<file path="src/sv/btsg_pkg.sv">
// ----------------------------------------------------------------------------
// btsg_pkg
// Types, constants and helpers for the tag span grouper.
// ----------------------------------------------------------------------------
package btsg_pkg;

  localparam int unsigned NUM_LOGITS = 8;
  localparam int unsigned LOGIT_W    = 16;
  localparam int unsigned MAX_SEQ    = 512;
  localparam int unsigned ID_W       = 16;
  localparam int unsigned CLASS_W    = 3;
  localparam int unsigned CC_W       = 4;
  localparam int unsigned POS_W      = 10;
  localparam int unsigned START_W    = 9;
  localparam int unsigned COUNT_W    = 10;
  localparam int unsigned SUM_W      = 26;
  localparam int unsigned AVG_W      = 16;
  localparam int unsigned CFG_W      = 16;
  localparam int unsigned CFG_IDX_W  = 3;

  // register reset values and the padding id
  localparam logic [CC_W-1:0]    CLASS_COUNT_RST = 4'd3;
  localparam logic [CLASS_W-1:0] BEGIN_CLASS_RST = 3'd1;
  localparam logic [CLASS_W-1:0] INSIDE_CLASS_RST = 3'd2;
  localparam logic [ID_W-1:0]    SKIP_FIRST_RST  = 16'd101;
  localparam logic [ID_W-1:0]    SKIP_SECOND_RST = 16'd102;
  localparam logic [ID_W-1:0]    PAD_ID          = 16'd0;

  typedef enum logic [CFG_IDX_W-1:0] {
    REG_CLASS_COUNT  = 3'd0,
    REG_BEGIN_CLASS  = 3'd1,
    REG_INSIDE_CLASS = 3'd2,
    REG_SKIP_FIRST   = 3'd3,
    REG_SKIP_SECOND  = 3'd4
  } reg_idx_t;

  typedef enum logic [2:0] {
    S_IDLE,
    S_ARGMAX,
    S_TAG,
    S_DIVIDE,
    S_EMIT_SPAN,
    S_FLUSH,
    S_EMIT_DONE
  } state_t;

  localparam logic KIND_SPAN = 1'b0;
  localparam logic KIND_DONE = 1'b1;

  typedef logic signed [LOGIT_W-1:0] logit_t;

  typedef struct packed {
    logic [ID_W-1:0]           vocab_id;
    logic signed [LOGIT_W-1:0] logit_0;
    logic signed [LOGIT_W-1:0] logit_1;
    logic signed [LOGIT_W-1:0] logit_2;
    logic signed [LOGIT_W-1:0] logit_3;
    logic signed [LOGIT_W-1:0] logit_4;
    logic signed [LOGIT_W-1:0] logit_5;
    logic signed [LOGIT_W-1:0] logit_6;
    logic signed [LOGIT_W-1:0] logit_7;
    logic                      last_token;
  } tok_t;

  typedef struct packed {
    logic                    kind;
    logic [START_W-1:0]      span_start;
    logic [POS_W-1:0]        span_end;
    logic [COUNT_W-1:0]      span_tokens;
    logic signed [AVG_W-1:0] score_avg;
    logic                    last_result;
  } span_t;

  // one argmax candidate
  typedef struct packed {
    logic               valid;
    logic [CLASS_W-1:0] idx;
    logit_t             val;
  } cand_t;

  typedef struct packed {
    logic                    start;
    logic signed [SUM_W-1:0] dividend;
    logic [COUNT_W-1:0]      divisor;
  } div_req_t;

  typedef struct packed {
    logic                    done;
    logic signed [AVG_W-1:0] quotient;
  } div_rsp_t;

  // Lower index sits in a; it keeps the win on a tie.
  function automatic cand_t cand_merge(cand_t a, cand_t b);
    cand_t r;
    r = a;
    if (b.valid && (b.val > a.val)) begin
      r = b;
    end
    return r;
  endfunction

endpackage

</file>
<file path="src/sv/btsg_lane.sv">
// ----------------------------------------------------------------------------
// btsg_lane
// One class lane: qualifies its logit against the active class count.
// ----------------------------------------------------------------------------
module btsg_lane
  import btsg_pkg::*;
(
  input  logit_t             logit,
  input  logic [CLASS_W-1:0] lane_id,
  input  logic [CC_W-1:0]    class_eff,
  output cand_t              cand
);

  always_comb begin
    cand.valid = (CC_W'(lane_id) < class_eff);
    cand.idx   = lane_id;
    cand.val   = logit;
  end

endmodule

</file>
<file path="src/sv/btsg_argmax.sv">
// ----------------------------------------------------------------------------
// btsg_argmax
// Class lanes side by side and a registered merge tree picking the maximum.
// ----------------------------------------------------------------------------
module btsg_argmax
  import btsg_pkg::*;
(
  input  logic            clk,
  input  logit_t          logits [NUM_LOGITS],
  input  logic [CC_W-1:0] class_count,
  output cand_t           best
);

  logic [CC_W-1:0] class_eff;
  cand_t           lane_cand [NUM_LOGITS];
  cand_t           lvl1 [NUM_LOGITS/2];
  cand_t           lvl2 [NUM_LOGITS/4];

  // out-of-range counts clamp to 2..NUM_LOGITS
  always_comb begin
    if (class_count < CC_W'(2)) begin
      class_eff = CC_W'(2);
    end else if (class_count > CC_W'(NUM_LOGITS)) begin
      class_eff = CC_W'(NUM_LOGITS);
    end else begin
      class_eff = class_count;
    end
  end

  for (genvar g = 0; g < NUM_LOGITS; g++) begin : g_lane
    btsg_lane u_lane (
      .logit     (logits[g]),
      .lane_id   (CLASS_W'(g)),
      .class_eff (class_eff),
      .cand      (lane_cand[g])
    );
  end

  always_comb begin
    for (int i = 0; i < NUM_LOGITS/2; i++) begin
      lvl1[i] = cand_merge(lane_cand[2*i], lane_cand[2*i+1]);
    end
    for (int i = 0; i < NUM_LOGITS/4; i++) begin
      lvl2[i] = cand_merge(lvl1[2*i], lvl1[2*i+1]);
    end
  end

  always_ff @(posedge clk) begin
    best <= cand_merge(lvl2[0], lvl2[1]);
  end

endmodule

</file>
<file path="src/sv/btsg_divider.sv">
// ----------------------------------------------------------------------------
// btsg_divider
// Serial signed-by-unsigned divider, one quotient bit per cycle, truncating.
// ----------------------------------------------------------------------------
module btsg_divider
  import btsg_pkg::*;
(
  input  logic     clk,
  input  logic     rst,
  input  div_req_t req,
  output div_rsp_t rsp
);

  localparam int unsigned STEP_W = $clog2(SUM_W);

  logic                busy;
  logic                done;
  logic [STEP_W-1:0]   step;
  logic [COUNT_W-1:0]  rem;
  logic [SUM_W-1:0]    quo;
  logic [COUNT_W-1:0]  divisor;
  logic                neg;
  logic [COUNT_W:0]    trial;
  logic                fits;
  logic [SUM_W-1:0]    quo_signed;

  assign trial = {rem, quo[SUM_W-1]};
  assign fits  = (trial >= {1'b0, divisor});

  always_ff @(posedge clk) begin
    if (rst) begin
      busy <= 1'b0;
      done <= 1'b0;
      step <= '0;
    end else begin
      done <= 1'b0;
      if (req.start) begin
        busy <= 1'b1;
        step <= '0;
      end else if (busy) begin
        if (step == STEP_W'(SUM_W - 1)) begin
          busy <= 1'b0;
          done <= 1'b1;
        end else begin
          step <= step + STEP_W'(1);
        end
      end
    end
  end

  always_ff @(posedge clk) begin
    if (req.start) begin
      neg     <= req.dividend[SUM_W-1];
      quo     <= req.dividend[SUM_W-1] ? SUM_W'(-req.dividend) : SUM_W'(req.dividend);
      rem     <= '0;
      divisor <= req.divisor;
    end else if (busy) begin
      rem <= fits ? COUNT_W'(trial - {1'b0, divisor}) : trial[COUNT_W-1:0];
      quo <= {quo[SUM_W-2:0], fits};
    end
  end

  assign quo_signed   = neg ? (~quo + SUM_W'(1)) : quo;
  assign rsp.done     = done;
  assign rsp.quotient = quo_signed[AVG_W-1:0];

endmodule

</file>
<file path="src/sv/bio_tag_span_grouper.sv">
// ----------------------------------------------------------------------------
// bio_tag_span_grouper
// Groups tagged tokens into keyword spans and reports each span's extent and
// mean winning score.
// ----------------------------------------------------------------------------
// One token is taken per item. Eight class lanes and a merge tree find the
// winning class (first maximum on ties) into a register in the argmax state;
// the tag state then tags the token and updates the open span. Closing a
// span starts a serial divider for the mean score, one quotient bit per cycle.
// The item marked last_token may close two spans and then sends the done
// marker. The block takes one item at a time; a finished result sits in the
// output register while the next item is accepted.
// ----------------------------------------------------------------------------
module bio_tag_span_grouper
  import btsg_pkg::*;
(
  input  logic                 clk,
  input  logic                 rst,
  // token items
  input  logic                 tok_valid,
  output logic                 tok_stall,
  input  tok_t                 tok,
  // result items
  output logic                 span_valid,
  input  logic                 span_stall,
  output span_t                span,
  // register writes
  input  logic                 cfg_we,
  input  logic [CFG_IDX_W-1:0] cfg_index,
  input  logic [CFG_W-1:0]     cfg_data
);

  // configuration
  logic [CC_W-1:0]    class_count;
  logic [CLASS_W-1:0] begin_class;
  logic [CLASS_W-1:0] inside_class;
  logic [ID_W-1:0]    skip_id_first;
  logic [ID_W-1:0]    skip_id_second;

  // control
  state_t state, state_next;
  logic   flushing;

  // sequence state
  logic [POS_W-1:0]        position;
  logic                    stopped;
  logic                    phrase_open;
  logic [START_W-1:0]      phrase_start;
  logic [COUNT_W-1:0]      phrase_count;
  logic signed [SUM_W-1:0] score_sum;

  // item being worked on and the span being reported
  tok_t                    tok_reg;
  logit_t                  logits [NUM_LOGITS];
  cand_t                   best;
  logic [START_W-1:0]      sp_start;
  logic [POS_W-1:0]        sp_end;
  logic [COUNT_W-1:0]      sp_count;
  logic signed [AVG_W-1:0] sp_avg;

  div_req_t div_req;
  div_rsp_t div_rsp;

  // decode of the current item
  logic in_range, tag_live, is_begin, is_inside, is_other;
  logic close_now, flush_close, out_free;
  // per-state strobes
  logic tag_step, flush_step, div_capture, span_load, done_load;

  // --------------------------------------------------------------------------
  // Configuration registers
  // --------------------------------------------------------------------------
  always_ff @(posedge clk) begin
    if (rst) begin
      class_count    <= CLASS_COUNT_RST;
      begin_class    <= BEGIN_CLASS_RST;
      inside_class   <= INSIDE_CLASS_RST;
      skip_id_first  <= SKIP_FIRST_RST;
      skip_id_second <= SKIP_SECOND_RST;
    end else if (cfg_we) begin
      case (cfg_index)
        REG_CLASS_COUNT:  class_count    <= cfg_data[CC_W-1:0];
        REG_BEGIN_CLASS:  begin_class    <= cfg_data[CLASS_W-1:0];
        REG_INSIDE_CLASS: inside_class   <= cfg_data[CLASS_W-1:0];
        REG_SKIP_FIRST:   skip_id_first  <= cfg_data[ID_W-1:0];
        REG_SKIP_SECOND:  skip_id_second <= cfg_data[ID_W-1:0];
        default: ;
      endcase
    end
  end

  // --------------------------------------------------------------------------
  // Input capture and argmax lanes
  // --------------------------------------------------------------------------
  always_ff @(posedge clk) begin
    if (tok_valid && !tok_stall) begin
      tok_reg <= tok;
    end
  end

  always_comb begin
    logits[0] = tok_reg.logit_0;
    logits[1] = tok_reg.logit_1;
    logits[2] = tok_reg.logit_2;
    logits[3] = tok_reg.logit_3;
    logits[4] = tok_reg.logit_4;
    logits[5] = tok_reg.logit_5;
    logits[6] = tok_reg.logit_6;
    logits[7] = tok_reg.logit_7;
  end

  btsg_argmax u_argmax (
    .clk         (clk),
    .logits      (logits),
    .class_count (class_count),
    .best        (best)
  );

  // --------------------------------------------------------------------------
  // Tag decode. The winning index is always below the clamped class count, so
  // a tag class out of reach never matches. Begin wins over inside when equal.
  // --------------------------------------------------------------------------
  always_comb begin
    in_range    = (position < POS_W'(MAX_SEQ));
    tag_live    = in_range && !stopped && (tok_reg.vocab_id != PAD_ID) &&
                  (tok_reg.vocab_id != skip_id_first) &&
                  (tok_reg.vocab_id != skip_id_second);
    is_begin    = tag_live && (best.idx == begin_class);
    is_inside   = tag_live && !is_begin && (best.idx == inside_class);
    is_other    = tag_live && !is_begin && !is_inside;
    close_now   = (is_begin || is_other) && phrase_open && (phrase_count != '0);
    flush_close = phrase_open && (phrase_count != '0);
    out_free    = !span_valid || !span_stall;
  end

  // --------------------------------------------------------------------------
  // Sequencer
  // --------------------------------------------------------------------------
  always_ff @(posedge clk) begin
    if (rst) begin
      state <= S_IDLE;
    end else begin
      state <= state_next;
    end
  end

  always_comb begin
    state_next = state;
    case (state)
      S_IDLE: begin
        if (tok_valid) state_next = S_ARGMAX;
      end
      S_ARGMAX: state_next = S_TAG;
      S_TAG: begin
        if (close_now) begin
          state_next = S_DIVIDE;
        end else if (tok_reg.last_token) begin
          state_next = S_FLUSH;
        end else begin
          state_next = S_IDLE;
        end
      end
      S_DIVIDE: begin
        if (div_rsp.done) state_next = S_EMIT_SPAN;
      end
      S_EMIT_SPAN: begin
        if (out_free) begin
          if (!tok_reg.last_token) begin
            state_next = S_IDLE;
          end else if (flushing) begin
            state_next = S_EMIT_DONE;
          end else begin
            state_next = S_FLUSH;
          end
        end
      end
      S_FLUSH: state_next = flush_close ? S_DIVIDE : S_EMIT_DONE;
      S_EMIT_DONE: begin
        if (out_free) state_next = S_IDLE;
      end
      default: state_next = S_IDLE;
    endcase
  end

  always_comb begin
    tok_stall   = 1'b1;
    tag_step    = 1'b0;
    flush_step  = 1'b0;
    div_capture = 1'b0;
    span_load   = 1'b0;
    done_load   = 1'b0;
    case (state)
      S_IDLE:      tok_stall   = 1'b0;
      S_TAG:       tag_step    = 1'b1;
      S_DIVIDE:    div_capture = div_rsp.done;
      S_EMIT_SPAN: span_load   = out_free;
      S_FLUSH:     flush_step  = 1'b1;
      S_EMIT_DONE: done_load   = out_free;
      default: ;
    endcase
  end

  // divider samples the span state on the same edge that clears or reopens it
  assign div_req.start    = (tag_step && close_now) || (flush_step && flush_close);
  assign div_req.dividend = score_sum;
  assign div_req.divisor  = phrase_count;

  btsg_divider u_divider (
    .clk (clk),
    .rst (rst),
    .req (div_req),
    .rsp (div_rsp)
  );

  // --------------------------------------------------------------------------
  // Sequence state
  // --------------------------------------------------------------------------
  always_ff @(posedge clk) begin
    if (rst || done_load) begin
      position     <= '0;
      stopped      <= 1'b0;
      phrase_open  <= 1'b0;
      phrase_start <= '0;
      phrase_count <= '0;
      score_sum    <= '0;
    end else if (tag_step) begin
      if (in_range) begin
        position <= position + POS_W'(1);
      end
      if (in_range && !stopped && (tok_reg.vocab_id == PAD_ID)) begin
        stopped <= 1'b1;
      end
      if (is_begin || (is_inside && !phrase_open)) begin
        phrase_open  <= 1'b1;
        phrase_start <= position[START_W-1:0];
        phrase_count <= COUNT_W'(1);
        score_sum    <= SUM_W'(best.val);
      end else if (is_inside) begin
        phrase_count <= phrase_count + COUNT_W'(1);
        score_sum    <= score_sum + SUM_W'(best.val);
      end else if (close_now) begin
        phrase_open  <= 1'b0;
        phrase_count <= '0;
        score_sum    <= '0;
      end
    end else if (flush_step && flush_close) begin
      phrase_open  <= 1'b0;
      phrase_count <= '0;
      score_sum    <= '0;
    end
  end

  always_ff @(posedge clk) begin
    if (rst) begin
      flushing <= 1'b0;
    end else if (flush_step) begin
      flushing <= 1'b1;
    end else if (done_load) begin
      flushing <= 1'b0;
    end
  end

  // span being closed: end is the token index while tagging, length at flush
  always_ff @(posedge clk) begin
    if (div_req.start) begin
      sp_start <= phrase_start;
      sp_end   <= position;
      sp_count <= phrase_count;
    end
    if (div_capture) begin
      sp_avg <= div_rsp.quotient;
    end
  end

  // --------------------------------------------------------------------------
  // Output register
  // --------------------------------------------------------------------------
  always_ff @(posedge clk) begin
    if (rst) begin
      span_valid <= 1'b0;
    end else if (span_load || done_load) begin
      span_valid <= 1'b1;
    end else if (!span_stall) begin
      span_valid <= 1'b0;
    end
  end

  always_ff @(posedge clk) begin
    if (span_load) begin
      span.kind        <= KIND_SPAN;
      span.span_start  <= sp_start;
      span.span_end    <= sp_end;
      span.span_tokens <= sp_count;
      span.score_avg   <= sp_avg;
      // on the last item the done marker follows
      span.last_result <= !tok_reg.last_token;
    end else if (done_load) begin
      span.kind        <= KIND_DONE;
      span.span_start  <= '0;
      span.span_end    <= position;
      span.span_tokens <= '0;
      span.score_avg   <= '0;
      span.last_result <= 1'b1;
    end
  end

endmodule

</file>
<file path="config.mk">
export PLATFORM = sky130hd
export DESIGN_NAME = bio_tag_span_grouper
export DESIGN_NICKNAME = d
export VERILOG_FILES = /design/src/sv/btsg_pkg.sv /design/src/sv/btsg_lane.sv /design/src/sv/btsg_argmax.sv /design/src/sv/btsg_divider.sv /design/src/sv/bio_tag_span_grouper.sv
export SDC_FILE = /design/constraint.sdc
export NUM_CORES = 1
export LEC_CHECK = 0
export BUFFER_PORTS_ARGS = -buffer_cell sky130_fd_sc_hd__buf_4
export CAP_MARGIN = 20
export CORE_MARGIN = 2
export CORE_UTILIZATION = 60
export DETAILED_ROUTE_END_ITERATION = 6
export MAX_ROUTING_LAYER = met4
export PLACE_DENSITY = 0.81
export SYNTH_ARGS = -nofsm -noshare
export SYNTH_HDL_FRONTEND = slang
export SYNTH_SLANG_ARGS = --single-unit
</file>
<file path="constraint.sdc">
create_clock -name clk -period 13.55 [get_ports clk]
set_clock_uncertainty 0.2 [all_clocks]
set_input_delay 2.71 -clock clk [delete_from_list [all_inputs] [get_ports clk]]
set_output_delay 2.71 -clock clk [all_outputs]
set_load 0.01 [all_outputs]
</file>
==> results.toml <==
[critical_path]
slowest_stage = "a21o_1"
crit_path_max_incr_delay_ns = 0.64
critPathBufInv = 3
cp_data_required_time_ns = 13.81
path_class = "flip-flop to flip-flop"
start_kind = "flip-flop"
arrival_ns = 8.00
path_max_fanout = 19
path_delay_family = "compound AO/OA/AOI/OAI gates"
end_kind = "flip-flop"

[timing]
worst_pin_slew_ns = 1.12
setup_viol = 0
drv_slew = 0
hold_viol_final = 0
final.setup.tns_ns = 0
whs_ns = 0.243
fmaxAchievable_mhz = 129
relSlewSlack_pct = 25.2
fin_crit_ns = 7.74
fin_crit_sh_pct = 57.1
rsz0062_at_grt = "no"

[clock_network]
cts_buffers = 43
clock_path_buffers = 3
tritoncts = "built"
clk_pin_slew_ns = 0.06
cts_setup_buffers = 0
cts_resized = 0
cts-root-buf = "clkbuf_16"
cts_hold_buf = 0
clock_sink_count = 404
ctsHtreeMaxLevel = 2
clk_latency_ns = 0.58

[cells_and_area]
nets = 2462
drive_gt1_share_pct = 16.2
layout_commonest_cell = "edfxtp_1"
final_cell_mix = "263 x edfxtp_1, 231 x buf_4, 181 x nand2_1, 155 x inv_1, 154 x ha_1"
area_growth_pct = 16.9
stdcell_area_um2 = 24500
diodes = 0
stdcell_count = 2627
largest_reg_flops = 128

[route]
drtIter0Drc = 984
firstDrtPassIters = 6
wl_per_cell_um = 17.3
antenna_left = 0
viasPerCell = 5.73
route.detailed.drc = 0
vias = 15057
totalWireLength_um = 45600

[pwr]
power_switching_mw = 1.06
combPwrFrac_pct = 23.7
peakVddDrop_v = 0.000132
p_per_area_nw_per_um2 = 146
p_seq_share_pct = 42.6
clkPwrFrac_pct = 33.7
internal-power_mw = 2.52
swShare_pct = 29.5
leakagePower_nw = 10.7
power.total_mw = 3.58

[synth]
synth-edff-count = 263
yosysWarnings = 0
ys_seq_area_share_pct = 51.1
synthesis.area_um2 = 21000
synth_area_leaders = "edfxtp_1 38%, dfxtp_1 13%, ha_1 9.2%, mux2i_1 5.3%, nand2_1 3.2%"
avgSynthCellArea_um2 = 10.9
synth_area_leader_cell = "edfxtp_1"
synth_top_area_share_pct = 37.7
synthArstFlopShare_pct = 0
ys_seq_elements = 404
synth.distinct_cells = 71
synthCells = 1929
synth_flop_cell = "edfxtp_1"
syn-num-nets = 2254

[min_path]
holdCritPathClass = "flip-flop to flip-flop"

[die]
dieArea_um2 = 36500
rows = 68
die_h_um = 191
pin_count = 218
core_um2 = 34500
dieWidth_um = 191
start_util_pct = 60.8

[grt]
grt_use_total_pct = 26.1
grt_start_max_net_pins = 86
grt_pass1_wl_um = 73800
antenna_found_initial = 0
overflow = 0
grt_pass1_vias = 14894

[placement]
gp_congestion = 0.946
port_buffers = 217
place_area_um2 = 23000
dp_hpwl_um = 33400
dp_cells = 2543

[run_status]
status = "complete, no violations"

[run]
drv_cap = 0
## cell usage after synthesis, types with 30 or more instances
| master | n |
|---|---|
| inv_1 | 155 |
| xnor2_1 | 72 |
| and3_1 | 44 |
| nand3_1 | 30 |
| o21ai_0 | 92 |
| nor2_1 | 90 |
| a21oi_1 | 122 |
| dfxtp_1 | 141 |
| ha_1 | 154 |
| mux2i_1 | 112 |
| xor2_1 | 45 |
| nand4_1 | 33 |
| nand2_1 | 181 |
| clkbuf_1 | 47 |
| a21o_1 | 39 |
| edfxtp_1 | 263 |
## power by group through the flow
stage,Sequential (mW),Combinational (mW),Clock (mW)
after CTS,1.52,0.844,1.23
after global routing,1.54,0.950,1.27
after global placement,1.55,0.803,0
final,1.53,0.848,1.21
after floorplan,1.52,0.621,0
after detailed placement,1.55,0.837,0
## cells by family after synthesis
kind of cell    after synthesis  synth area share, %
buf+inv                     228                 4.25
flops                       404                 51.1
mux                         142                 6.97
simple gates                506                 12.0
xor+xnor                    117                 4.89
fa+ha+maj                   156                 9.38
compound gates              376                 11.4
## through the flow
step,worst slack [ns],utilization [%]
after floorplan,6.62,-
after global placement,5.96,66.7
after detailed placement,5.64,66.7
after CTS,5.62,71.0
after global routing,5.24,71.1
final,5.81,71.1
## layer usage
| layer | routed length (um) | vias up | global-route usage [%] |
|---|---|---|---|
| met1 | 19300 | 7094 | 32.4 |
| met4 | 1320 | 0 | 9.63 |
| met5 | 0 | - | - |
| li1 | - | 7418 | - |
| met3 | 2090 | 102 | 3.05 |
| met2 | 22800 | 443 | 44.1 |
## final timing paths
| check | from | end | slack (ns) | cells after the start |
|---|---|---|---|---|
| setup / recovery | logits[9] | u_argmax.best[8] | 5.81 | 29 |
| hold / removal | phrase_start[3] | sp_start[3] | 0.24 | 0 |
| setup reg to reg | logits[9] | u_argmax.best[8] | 5.81 | 29 |
| hold reg to reg | phrase_start[3] | sp_start[3] | 0.24 | 0 |
## cell type report
cell class                 instances  area, um2
fill                            2452       9950
sequential                       404      10700
inverter                         158        593
clock buffer                      57       1210
tap                              455        569
multi-input combinational       1297       9390
clock inverter                    23        260
timing repair buffer             233       1760
Note: power is estimated with default switching activity, not from simulation.
